### src/hw/rtl/gsqr_ram.sv
// generic single-write, single-read ram with registered read data
`default_nettype none

module gsqr_ram #(
  parameter int WIDTH = 32,
  parameter int DEPTH = 25
) (
  input  logic                     clk,
  input  logic                     we,
  input  logic [$clog2(DEPTH)-1:0] waddr,
  input  logic [WIDTH-1:0]         wdata,
  input  logic                     re,
  input  logic [$clog2(DEPTH)-1:0] raddr,
  output logic [WIDTH-1:0]         rdata
);

  logic [WIDTH-1:0] mem_r [DEPTH];
  logic [WIDTH-1:0] rdata_r;

  // write port and registered read port
  always_ff @(posedge clk) begin
    if (we) begin
      mem_r[waddr] <= wdata;
    end
    if (re) begin
      rdata_r <= mem_r[raddr];
    end
  end

  assign rdata = rdata_r;

endmodule

`default_nettype wire

### config.mk
export PLATFORM = sky130hd
export DESIGN_NAME = gsqr_ram
export DESIGN_NICKNAME = d
export VERILOG_FILES = /design/src/hw/rtl/gsqr_ram.sv
export SDC_FILE = /design/constraint.sdc
export NUM_CORES = 1
export LEC_CHECK = 0
export BUFFER_PORTS_ARGS = -buffer_cell sky130_fd_sc_hd__buf_4
export CORE_ASPECT_RATIO = 1.1
export CORE_MARGIN = 2
export CORE_UTILIZATION = 60
export CTS_CLUSTER_DIAMETER = 50
export CTS_CLUSTER_SIZE = 10
export DETAILED_ROUTE_END_ITERATION = 12
export PLACE_DENSITY = 0.77
export SLEW_MARGIN = 20
export SYNTH_ARGS = -nofsm -noshare
export SYNTH_HDL_FRONTEND = slang
export SYNTH_SLANG_ARGS = --single-unit
### constraint.sdc
create_clock -name clk -period 2.8 [get_ports clk]
set_input_delay 0.14 -clock clk [delete_from_list [all_inputs] [get_ports clk]]
set_output_delay 0.14 -clock clk [all_outputs]
set_load 0.01 [all_outputs]
==> results.txt <==
WL met2 - 36,650 um
Top Metal Used - met5
Mapped Cells - 1,364
# IOs - 77
Met3 wire len - 6024 um
Syn Nets - 1,409
Synth area leaders - edfxtp_1 80%, mux4_2 13%, o22ai_1 0.76%
Final slew viol count - 0
Outcome - complete, but fails checks
Critical path buffer and inverter count - 0
Final nets - 1,613
Total grt overflow - 0
Area delta synth->final - 15.14%
Yosys cell types - 40
Post-Route Setup TNS - 0 ns
Asr flop ratio synth - 0%
Post-route minimum period - 1.713 ns
Post-synth top flop - edfxtp_1
Initial antenna violation count - 2
Drt pass-1 iters - 9
Total CTS buffers - 93
Row count - 87
WHS Path Cells - 2
Failing checks - DRC
M1 WL - 26,790 um
Die area - 54,030 sq um
Ant diodes - 0
Final setup fails - 0
Placed cell count - 2,108
Clk_skew - 0.01770 ns
Sequential area share after synthesis - 79.79%
Placement Cell Area - 33,310 sq um
Htree depth - 3
DRC - 4
Fin worst setup slack - 1.087 ns
Commonest non-fill, non-tap cells in the layout - 832 x edfxtp_1, 183 x mux4_2, 114 x buf_4, 94 x clkbuf_16, 38 x o22ai_1
Crit share post-route - 61.18%
Clock transition at path regs - 0.05 ns
Unrepaired setup endpoints after global routing - no
CP Capture Type - register
Number of global-route vias before repair - 16,337
Initial core utilization - 60.94%
Final instance area - 36,050 sq um
Max-cap viol count - 0
Post-DP HPWL - 38,090 um
Initial drt markers - 1,868
Share of layout cells above drive strength 1 - 29.99%
# fillers - 2,938
Worst Hold Class - in -> reg
Slew @ Worst Pin - 0.8294 ns
Max rail drop VDD - 0.5886 mV
Largest net degree at the start of global routing - 62
Hold Vio Cnt, Final - 0
Vias post-DR - 15,339
Antenna-violating nets left - 0
Critical path type - reg -> reg
Synth Register Bits - 832
Multi-input logic area - 6096 sq um
P_leak - 0.01131 uW
Core area - 51,380 sq um
Highest clock rate - 583.7 MHz
Finished Core Util - 70.17%
Detailed Route WL - 72,370 um
Critical Path Source Type - register
Top cell type by total area after synthesis - edfxtp_1
Largest stage delay, worst path - 0.49 ns
Mapped cell area - 31,310 sq um
Commonest non-fill, non-tap cell in the layout - edfxtp_1
Pwr Density - 708.2 nW/um^2
Synth top area share - 79.79%
CP arrival - 2.08 ns
Crit path max-delay family - compound AO/OA/AOI/OAI gates
CTS tree - yes
Port buffer count - 76
FF/Latch Area - 24,980 sq um
CP max FO - 1
Post-synth EDFFs - 832
Max Root-Sink Buffers - 3
First-pass GRT wire length - 106,800 um
Die Y - 243.6 um
Clock root cell - clkbuf_16
Gpl congestion - 0.7677
Crit-path cells - mux4_2 -> o22ai_1 -> o211ai_1
Vias per cell - 6.845
Reg2Reg Depth - 3
Worst skew pair latency - 0.64 ns
Required time worst endpoint - 3.17 ns
Gr usage total - 27.73%
CP max stage cell - mux4_2
Syn Area/Cell - 22.96 sq um
Post-cts resize count - 0
Slew HR - 44.65%
Fin cells - 2,241
Total clock sinks - 832
Routed wire per std cell - 32.29 um
Crit. path cell count - 3
Dpl ws - 0.5341 ns
Die Width - 221.8 um
Synth Warn # - 0
## Yosys cell counts, types with 2 or more instances
cell	n
a2111oi_0	2
a211oi_1	2
a221oi_1	2
a22oi_1	30
a22oi_2	11
a311oi_1	2
and2_1	2
buf_2	19
buf_4	9
buf_6	10
buf_8	3
clkbuf_1	22
edfxtp_1	832
inv_1	3
mux2_2	5
mux2i_1	11
mux4_2	183
nand2_1	35
nand2b_1	3
nand3_1	18
nand3b_1	5
nor2_1	46
nor2b_1	6
nor4b_1	9
o211ai_1	20
o21ai_0	20
o221a_1	2
o22ai_1	38
or3b_2	2
or4_1	2
## stage by stage
stage,hold WS [ns],total power [uW]
after CTS,0.03163,25640
after global routing,0.07964,26160
after detailed placement,0.5074,15450
after floorplan,0.2389,14880
final,0.07354,25530
after global placement,0.4927,15400
## final timing paths
| kind | startpoint | to | slack [ns] |
|---|---|---|---|
| min | raddr[4] | rdata[5]$_DFFE_PP_ | 0.07 |
| min reg2reg | mem_r[24][0]$_DFFE_PP_ | rdata[0]$_DFFE_PP_ | 0.61 |
| max reg2reg | mem_r[15][18]$_DFFE_PP_ | rdata[18]$_DFFE_PP_ | 1.09 |
| max | mem_r[15][18]$_DFFE_PP_ | rdata[18]$_DFFE_PP_ | 1.09 |
## sequential cells by signal, indices dropped and copies added, names as in the netlist
name	cells
rdata	32
mem_r	800
## area by class of cell
cell class | count | share of cell area [%]
sequential | 832 | 69.30
clock buffer | 94 | 6.525
tap | 667 | 2.315
timing repair buffer | 173 | 4.723
clock inverter | 7 | 0.1874
multi-input combinational | 464 | 16.91
inverter | 4 | 0.04165
## logic make-up (layout without fill, tap and decap cells)
family                 Yosys count  after routing  synth area share (%)
DFF                            832            832                 79.79
buffers and inverters           68            278                 1.347
AOI/OAI and AO/OA              132            132                 3.097
and+or+nand+nor                133            133                 2.070
muxes                          199            199                 13.69
## repair_timing
item / CTS / global route
hold endpoints to repair: 800 / 0
hold buffers: 32 / 0
setup buffers: 0 / 0
## where the power goes
| group | internal, uW | switching [uW] |
|---|---|---|
| Combinational | 531 | 735 |
| Clock | 5890 | 4390 |
| Sequential | 13900 | 66.1 |
## worst register-to-register path, stage by stage, from the launching register on
cell	delay, ns
edfxtp_1	0.37
mux4_2	0.49
o22ai_1	0.42
o211ai_1	0.18
## per-layer routing
metal	track usage [%]	vias to the layer above
met4	12.18	2
met3	3.980	183
li1	-	6188
met2	46.43	892
met5	0	-
met1	37.07	8074
Note: power is estimated with default switching activity, not from simulation.
