[config.mk]
export PLATFORM = sky130hd
export DESIGN_NAME = gsqr_arith
export DESIGN_NICKNAME = d
export VERILOG_FILES = /design/src/hw/rtl/gsqr_pkg.sv /design/src/hw/rtl/gsqr_arith.sv
export SDC_FILE = /design/constraint.sdc
export NUM_CORES = 1
export LEC_CHECK = 0
export ABC_CLOCK_PERIOD_IN_PS = 19800
export BUFFER_PORTS_ARGS = -buffer_cell sky130_fd_sc_hd__buf_4
export CAP_MARGIN = 5
export CORE_MARGIN = 5
export CORE_UTILIZATION = 60
export CTS_CLUSTER_DIAMETER = 40
export DETAILED_ROUTE_END_ITERATION = 6
export PLACE_DENSITY = 0.79
export SLEW_MARGIN = 0
export SYNTH_ARGS = -nofsm -noshare
export SYNTH_HDL_FRONTEND = slang
export SYNTH_SLANG_ARGS = --single-unit
[constraint.sdc]
create_clock -name clk -period 19.8 [get_ports clk]
set_input_delay 2.97 -clock clk [delete_from_list [all_inputs] [get_ports clk]]
set_output_delay 2.97 -clock clk [all_outputs]
set_load 0.02 [all_outputs]
[src/hw/rtl/gsqr_pkg.sv]
// shared constants, types and helpers of the gram-schmidt qr core
`default_nettype none

package gsqr_pkg;

  localparam int DIM_DEF       = 5;
  localparam int FRAC_BITS_DEF = 16;
  localparam int ELEM_W        = 32;
  localparam int IDX_W         = 3;
  localparam int SIZE_W        = 3;
  localparam logic [SIZE_W-1:0] SIZE_RESET = 3'd4;
  localparam int SQRT_STEPS    = 44;

  localparam logic MATRIX_Q = 1'b0;
  localparam logic MATRIX_R = 1'b1;

  localparam logic signed [ELEM_W-1:0] ELEM_MAX = 32'sh7fff_ffff;
  localparam logic signed [ELEM_W-1:0] ELEM_MIN = 32'sh8000_0000;

  // request from the sequencer to the divide / root unit
  typedef struct packed {
    logic               div_start;
    logic               sqrt_start;
    logic signed [63:0] num;
    logic [63:0]        den;
  } gsqr_arith_req_t;

  // answer of the divide / root unit
  typedef struct packed {
    logic                     div_done;
    logic signed [ELEM_W-1:0] quot;
    logic                     sqrt_done;
    logic [SQRT_STEPS-1:0]    root;
  } gsqr_arith_rsp_t;

  // saturate a 64-bit value to a 32-bit element
  function automatic logic signed [ELEM_W-1:0] sat32(input logic signed [63:0] x);
    logic signed [63:0] hi;
    logic signed [63:0] lo;
    hi = 64'(ELEM_MAX);
    lo = 64'(ELEM_MIN);
    if (x > hi) begin
      return ELEM_MAX;
    end else if (x < lo) begin
      return ELEM_MIN;
    end
    return x[ELEM_W-1:0];
  endfunction

endpackage

`default_nettype wire

[src/hw/rtl/gsqr_arith.sv]
// bit-serial fractional divider and digit-by-digit square root
`default_nettype none

module gsqr_arith import gsqr_pkg::*; #(
  parameter int FRAC_BITS = FRAC_BITS_DEF
) (
  input  logic            clk,
  input  logic            rst_n,
  input  gsqr_arith_req_t req,
  output gsqr_arith_rsp_t rsp
);

  localparam int DW   = 64 + FRAC_BITS;
  localparam int CW   = $clog2(DW + 1);
  localparam int RADW = 2 * SQRT_STEPS;
  localparam int SRW  = SQRT_STEPS + 3;
  localparam int SCW  = $clog2(SQRT_STEPS + 1);

  typedef enum logic [1:0] {P_IDLE, P_RUN, P_FIN} phase_t;

  phase_t                   div_ph_r;
  logic [CW-1:0]            div_cnt_r;
  logic [DW-1:0]            div_sh_r;
  logic [63:0]              div_rem_r;
  logic [63:0]              div_den_r;
  logic [32:0]              div_q_r;
  logic                     div_ovf_r;
  logic                     div_neg_r;
  logic                     div_done_r;
  logic signed [ELEM_W-1:0] quot_r;

  phase_t                   sq_ph_r;
  logic [SCW-1:0]           sq_cnt_r;
  logic [RADW-1:0]          sq_rad_r;
  logic [SRW-1:0]           sq_rem_r;
  logic [SQRT_STEPS-1:0]    sq_root_r;
  logic                     sq_done_r;

  logic [63:0] num_mag;
  logic [64:0] div_rem_sh;
  logic [64:0] div_den_x;
  logic        div_ge;
  logic [64:0] div_rem_sub;
  logic        div_rnd_up;
  logic [33:0] div_qr;
  logic        div_big;

  logic [SRW-1:0] sq_rem_sh;
  logic [SRW-1:0] sq_trial;
  logic           sq_ge;

  // one restoring step of the divider, plus the rounding of its result
  always_comb begin
    num_mag     = req.num[63] ? 64'(-req.num) : 64'(req.num);
    div_rem_sh  = {div_rem_r, div_sh_r[DW-1]};
    div_den_x   = {1'b0, div_den_r};
    div_ge      = div_rem_sh >= div_den_x;
    div_rem_sub = div_ge ? (div_rem_sh - div_den_x) : div_rem_sh;
    div_rnd_up  = {div_rem_r, 1'b0} >= div_den_x;
    div_qr      = {1'b0, div_q_r} + 34'(div_rnd_up);
    div_big     = div_ovf_r | div_qr[33] | div_qr[32] | div_qr[31];
  end

  // one digit of the square root
  always_comb begin
    sq_rem_sh = {sq_rem_r[SRW-3:0], sq_rad_r[RADW-1 -: 2]};
    sq_trial  = SRW'({sq_root_r, 2'b01});
    sq_ge     = sq_rem_sh >= sq_trial;
  end

  // both units and their done pulses
  always_ff @(posedge clk) begin
    if (!rst_n) begin
      div_ph_r   <= P_IDLE;
      div_done_r <= 1'b0;
      sq_ph_r    <= P_IDLE;
      sq_done_r  <= 1'b0;
    end else begin
      div_done_r <= 1'b0;
      sq_done_r  <= 1'b0;

      case (div_ph_r)
        P_IDLE: begin
          if (req.div_start) begin
            div_sh_r  <= {num_mag, {FRAC_BITS{1'b0}}};
            div_neg_r <= req.num[63];
            div_den_r <= req.den;
            div_rem_r <= '0;
            div_q_r   <= '0;
            div_ovf_r <= 1'b0;
            div_cnt_r <= CW'(DW);
            div_ph_r  <= P_RUN;
          end
        end
        P_RUN: begin
          div_rem_r <= div_rem_sub[63:0];
          div_sh_r  <= {div_sh_r[DW-2:0], 1'b0};
          div_q_r   <= {div_q_r[31:0], div_ge};
          div_ovf_r <= div_ovf_r | div_q_r[32];
          div_cnt_r <= div_cnt_r - CW'(1);
          if (div_cnt_r == CW'(1)) begin
            div_ph_r <= P_FIN;
          end
        end
        P_FIN: begin
          if (div_neg_r) begin
            quot_r <= div_big ? ELEM_MIN : -$signed(div_qr[31:0]);
          end else begin
            quot_r <= div_big ? ELEM_MAX : $signed(div_qr[31:0]);
          end
          div_done_r <= 1'b1;
          div_ph_r   <= P_IDLE;
        end
        default: div_ph_r <= P_IDLE;
      endcase

      case (sq_ph_r)
        P_IDLE: begin
          if (req.sqrt_start) begin
            sq_rad_r  <= RADW'(unsigned'(req.num)) << FRAC_BITS;
            sq_rem_r  <= '0;
            sq_root_r <= '0;
            sq_cnt_r  <= SCW'(SQRT_STEPS);
            sq_ph_r   <= P_RUN;
          end
        end
        P_RUN: begin
          sq_rem_r  <= sq_ge ? (sq_rem_sh - sq_trial) : sq_rem_sh;
          sq_root_r <= {sq_root_r[SQRT_STEPS-2:0], sq_ge};
          sq_rad_r  <= sq_rad_r << 2;
          sq_cnt_r  <= sq_cnt_r - SCW'(1);
          if (sq_cnt_r == SCW'(1)) begin
            sq_ph_r <= P_FIN;
          end
        end
        P_FIN: begin
          if (sq_rem_r > SRW'(sq_root_r)) begin
            sq_root_r <= sq_root_r + SQRT_STEPS'(1);
          end
          sq_done_r <= 1'b1;
          sq_ph_r   <= P_IDLE;
        end
        default: sq_ph_r <= P_IDLE;
      endcase
    end
  end

  assign rsp.div_done  = div_done_r;
  assign rsp.quot      = quot_r;
  assign rsp.sqrt_done = sq_done_r;
  assign rsp.root      = sq_root_r;

endmodule

`default_nettype wire

==> flow_summary.rst <==
.. list-table::
   :header-rows: 1

   * - Metric
     - Value
   * - Syn Area/Cell
     - 9.76 um2
   * - Maximum net fanout on the critical path
     - 23
   * - Result of the run
     - finished with violations
   * - Final routed wire length divided by cell count
     - 18.6 um
   * - Total standard cell area after synthesis
     - 0.0286 mm2
   * - Area fraction of the dominant cell type after synthesis
     - 45.7%
   * - Most frequent cells after synthesis
     - sky130_fd_sc_hd__edfxtp_1 (435), sky130_fd_sc_hd__nand2_1 (277), sky130_fd_sc_hd__nor2_1 (248)
   * - Vias in the first global route
     - 22900
   * - Drt first-iter violations
     - 2175
   * - Kind of start point of the critical path
     - register
   * - Chip height
     - 228 um
   * - Detailed-route DRC error count
     - 1
   * - Proportion of layout cells with a drive suffix above 1
     - 14.2%
   * - Max-slew violation count
     - 0
   * - Total chip power
     - 2.88 mW
   * - Number of buffers inserted during clock tree synthesis
     - 73
   * - Initial DRT Pass Iterations
     - 7
   * - Clock tree from TritonCTS
     - built
   * - Crit path from
     - div_rem_r[21]
   * - Initial antenna violation count
     - 0
   * - Quantity of hold-fixing buffers added after cts
     - 0
   * - Area enclosed by the die boundary
     - 0.0521 mm2
   * - Worst min-delay path category
     - register to register
   * - CTS max path bufs
     - 3
   * - Final critical path time including I/O delays and setup
     - 6.35 ns
   * - Storage cell area
     - 0.0132 mm2
   * - Max Freq
     - 157 MHz
   * - Layout overhead on the synthesized area
     - 14.9%
   * - Cell taking the most area after synthesis
     - sky130_fd_sc_hd__edfxtp_1
   * - Number of nets in the synthesized netlist
     - 3185
   * - Type of the worst setup path
     - register to register
   * - Die span in x
     - 228 um
   * - Number of distinct library cells after synthesis
     - 83
   * - Root Buffer Master
     - sky130_fd_sc_hd__clkbuf_16
   * - Level count of the clock H-tree
     - 3
   * - Starting Density
     - 60.3%
   * - Post-route clock period utilization
     - 32.1%
   * - Total negative slack for setup checks
     - 0 ns
   * - Layout filler cell count
     - 3624
   * - Number of endpoints with negative hold slack in the final report
     - 0
   * - Worst-Skew Late Latency
     - 0.61 ns
   * - Cell with the most instances after synthesis
     - sky130_fd_sc_hd__edfxtp_1
   * - Endpoint arrival time on the critical path
     - 6.69 ns
   * - Register bit count reported by yosys
     - 441
   * - IO Pins
     - 210
   * - Setup repair after global routing missed its margin
     - no
   * - Std cell rows
     - 80
   * - Violations in the final reports
     - DRC
   * - Number of maximum-capacitance violations
     - 0
   * - Ys async rst share
     - 0%
   * - Half-perimeter wire length of the detailed placement result
     - 48.3 mm
   * - Ys Warns
     - 0
   * - Placed Instances
     - 3614
   * - Area occupied by multi-input gates
     - 0.0142 mm2
   * - Cell count after synthesis
     - 2928
   * - Biggest area contributors in the synthesized netlist
     - sky130_fd_sc_hd__edfxtp_1 (46%), sky130_fd_sc_hd__ha_1 (5.4%), sky130_fd_sc_hd__xor2_1 (3.7%)
   * - Reg-to-reg critical path startpoint
     - div_rem_r[21]
   * - Vias
     - 23300
   * - Worst path required time
     - 20.14 ns
   * - Number of clock sinks seen by CTS
     - 441
   * - All-Layer GR Usage
     - 25.9%
   * - Vias per inst
     - 6.23
   * - First-pass GRT wire length
     - 114 mm
   * - Final ANT Viol Nets
     - 0
   * - Standard cell core area
     - 0.0474 mm2
   * - Gr ovfl total
     - 0
   * - Leakage power summed over all cells
     - 12.8 nW
   * - Sequential element share of the synthesized area
     - 46.1%
   * - Final setup violation count
     - 0
   * - Main flop type after synthesis
     - sky130_fd_sc_hd__edfxtp_1
   * - Number of flops mapped to enable cells by yosys
     - 435
   * - Post CTS Setup Buffer Count
     - 0
   * - Worst vdd rail ir drop
     - 84.4 uV
   * - Number of nets in the final layout
     - 3331
   * - Count of non-filler cells in the finished layout
     - 3746
   * - Startpoint of the most critical hold path
     - div_sh_r[73]
   * - Kind of end point of the critical path
     - register
   * - # resized after CTS
     - 0
   * - Port Buffer Count
     - 209
   * - Clock Skews
     - 0.0232 ns
   * - Global placer's final weighted congestion
     - 0.954
   * - Least-Margin Pin Slew
     - 1.18 ns
   * - Wirelength, routed
     - 69.6 mm
   * - Pwr Density
     - 87.7 mW/mm2
   * - Largest net degree at the start of global routing
     - 171
   * - Relative slew margins
     - 21.7%
   * - CTS clock-pin slew for the worst setup and hold paths
     - 0.05 ns
==> layout make-up <==
| cell class | instances | share of cell area [%] |
|---|---|---|
| timing repair buffer | 224 | 5.16 |
| antenna | 1 | 0.00762 |
| sequential | 441 | 40.1 |
| clock inverter | 51 | 1.44 |
| multi-input combinational | 2165 | 43.3 |
| clock buffer | 80 | 5.71 |
| inverter | 169 | 1.93 |
| tap | 615 | 2.34 |
==> layer usage <==
layer  up-vias  routed length [um]  global-route usage, %
li1      11000                   -                      -
met1     11100               29500                   34.6
met2       984               33200                   43.4
met3       168                5140                   4.87
met4         0                1750                   7.77
met5         -                   0                      0
==> sequential cells by signal, indices dropped and copies added (netlist names) <==
register	flops
div_rem_r	64
quot_r	32
div_ph_r	2
sq_rem_r	47
div_sh_r	64
sq_cnt_r	6
div_done_r	1
div_neg_r	1
div_q_r	33
sq_ph_r	2
div_cnt_r	7
sq_root_r	44
div_ovf_r	1
div_den_r	64
sq_rad_r	72
sq_done_r	1
==> critical path, cell delays in order (launching register included) <==
cell	delay, ns
sky130_fd_sc_hd__edfxtp_1	0.38
sky130_fd_sc_hd__ha_1	0.43
sky130_fd_sc_hd__nand4_1	0.26
sky130_fd_sc_hd__nor4_1	0.75
sky130_fd_sc_hd__and4b_1	0.32
sky130_fd_sc_hd__nand2_1	0.06
sky130_fd_sc_hd__o211ai_1	0.36
sky130_fd_sc_hd__ha_1	0.28
sky130_fd_sc_hd__nand2_1	0.15
sky130_fd_sc_hd__nor3_2	0.45
sky130_fd_sc_hd__and3_1	0.46
sky130_fd_sc_hd__nand4b_4	0.14
sky130_fd_sc_hd__a21boi_2	0.72
sky130_fd_sc_hd__nand2_1	0.16
sky130_fd_sc_hd__or4_4	0.59
sky130_fd_sc_hd__or3_4	0.37
sky130_fd_sc_hd__o21ai_2	0.14
sky130_fd_sc_hd__xnor2_1	0.08
==> report_power, final <==
part	internal [mW]	total [mW]	switching, mW
Combinational	0.207	0.521	0.314
Sequential	1.10	1.14	0.0347
Clock	0.739	1.22	0.482
==> layout by cell type, fill, tap and decap left out, drive strengths merged, types with 19 or more instances in the layout <==
cell type,count
a21o,58
mux2i,67
nand4,54
or3,19
nor2,249
edfxtp,435
a21boi,29
nor4,30
clkinv,23
o21bai,21
mux2,63
xor2,122
o211ai,24
nand3,73
ha,124
and2,56
inv,185
a22oi,24
a31oi,22
xnor2,106
nor3,56
nand2,277
nor2b,33
o31ai,23
a211oi,35
and3,40
buf,224
o21ai,217
clkbuf,80
a21oi,171
==> per-stage QoR <==
step           util (%)  worst slack (ns)  cell area, um2  hold WS, ns
2_1_floorplan         -              8.99           28600        0.449
3_3_place_gp       64.3             13.53           30500        0.498
3_5_place_dp       64.3             13.51           30500        0.515
4_1_cts            69.2             13.51           32800        0.524
5_1_grt            69.2             13.05           32800        0.535
6_report           69.2             13.45           32800        0.524
==> logic make-up (layout without fill, tap and decap cells) <==
kind of cell	Yosys count	after routing	synth area share (%)
adders and majority gates	125	125	5.50
DFF	441	441	46.1
xor gates and xnor gates	228	228	6.98
and+or+nand+nor	960	960	16.3
buffers and inverters	322	524	4.39
other	0	1	0
muxes	130	130	4.83
AOI/OAI and AO/OA	722	722	15.9
==> path summary, 6_finish.rpt <==
kind                       end  slack, ns  cells past startpoint
setup / recovery    quot_r[29]      13.45                     17
hold reg to reg   div_sh_r[74]       0.52                      2
hold / removal    div_sh_r[74]       0.52                      2
setup reg to reg    quot_r[29]      13.45                     17
Power figures use the tool's default switching activity.
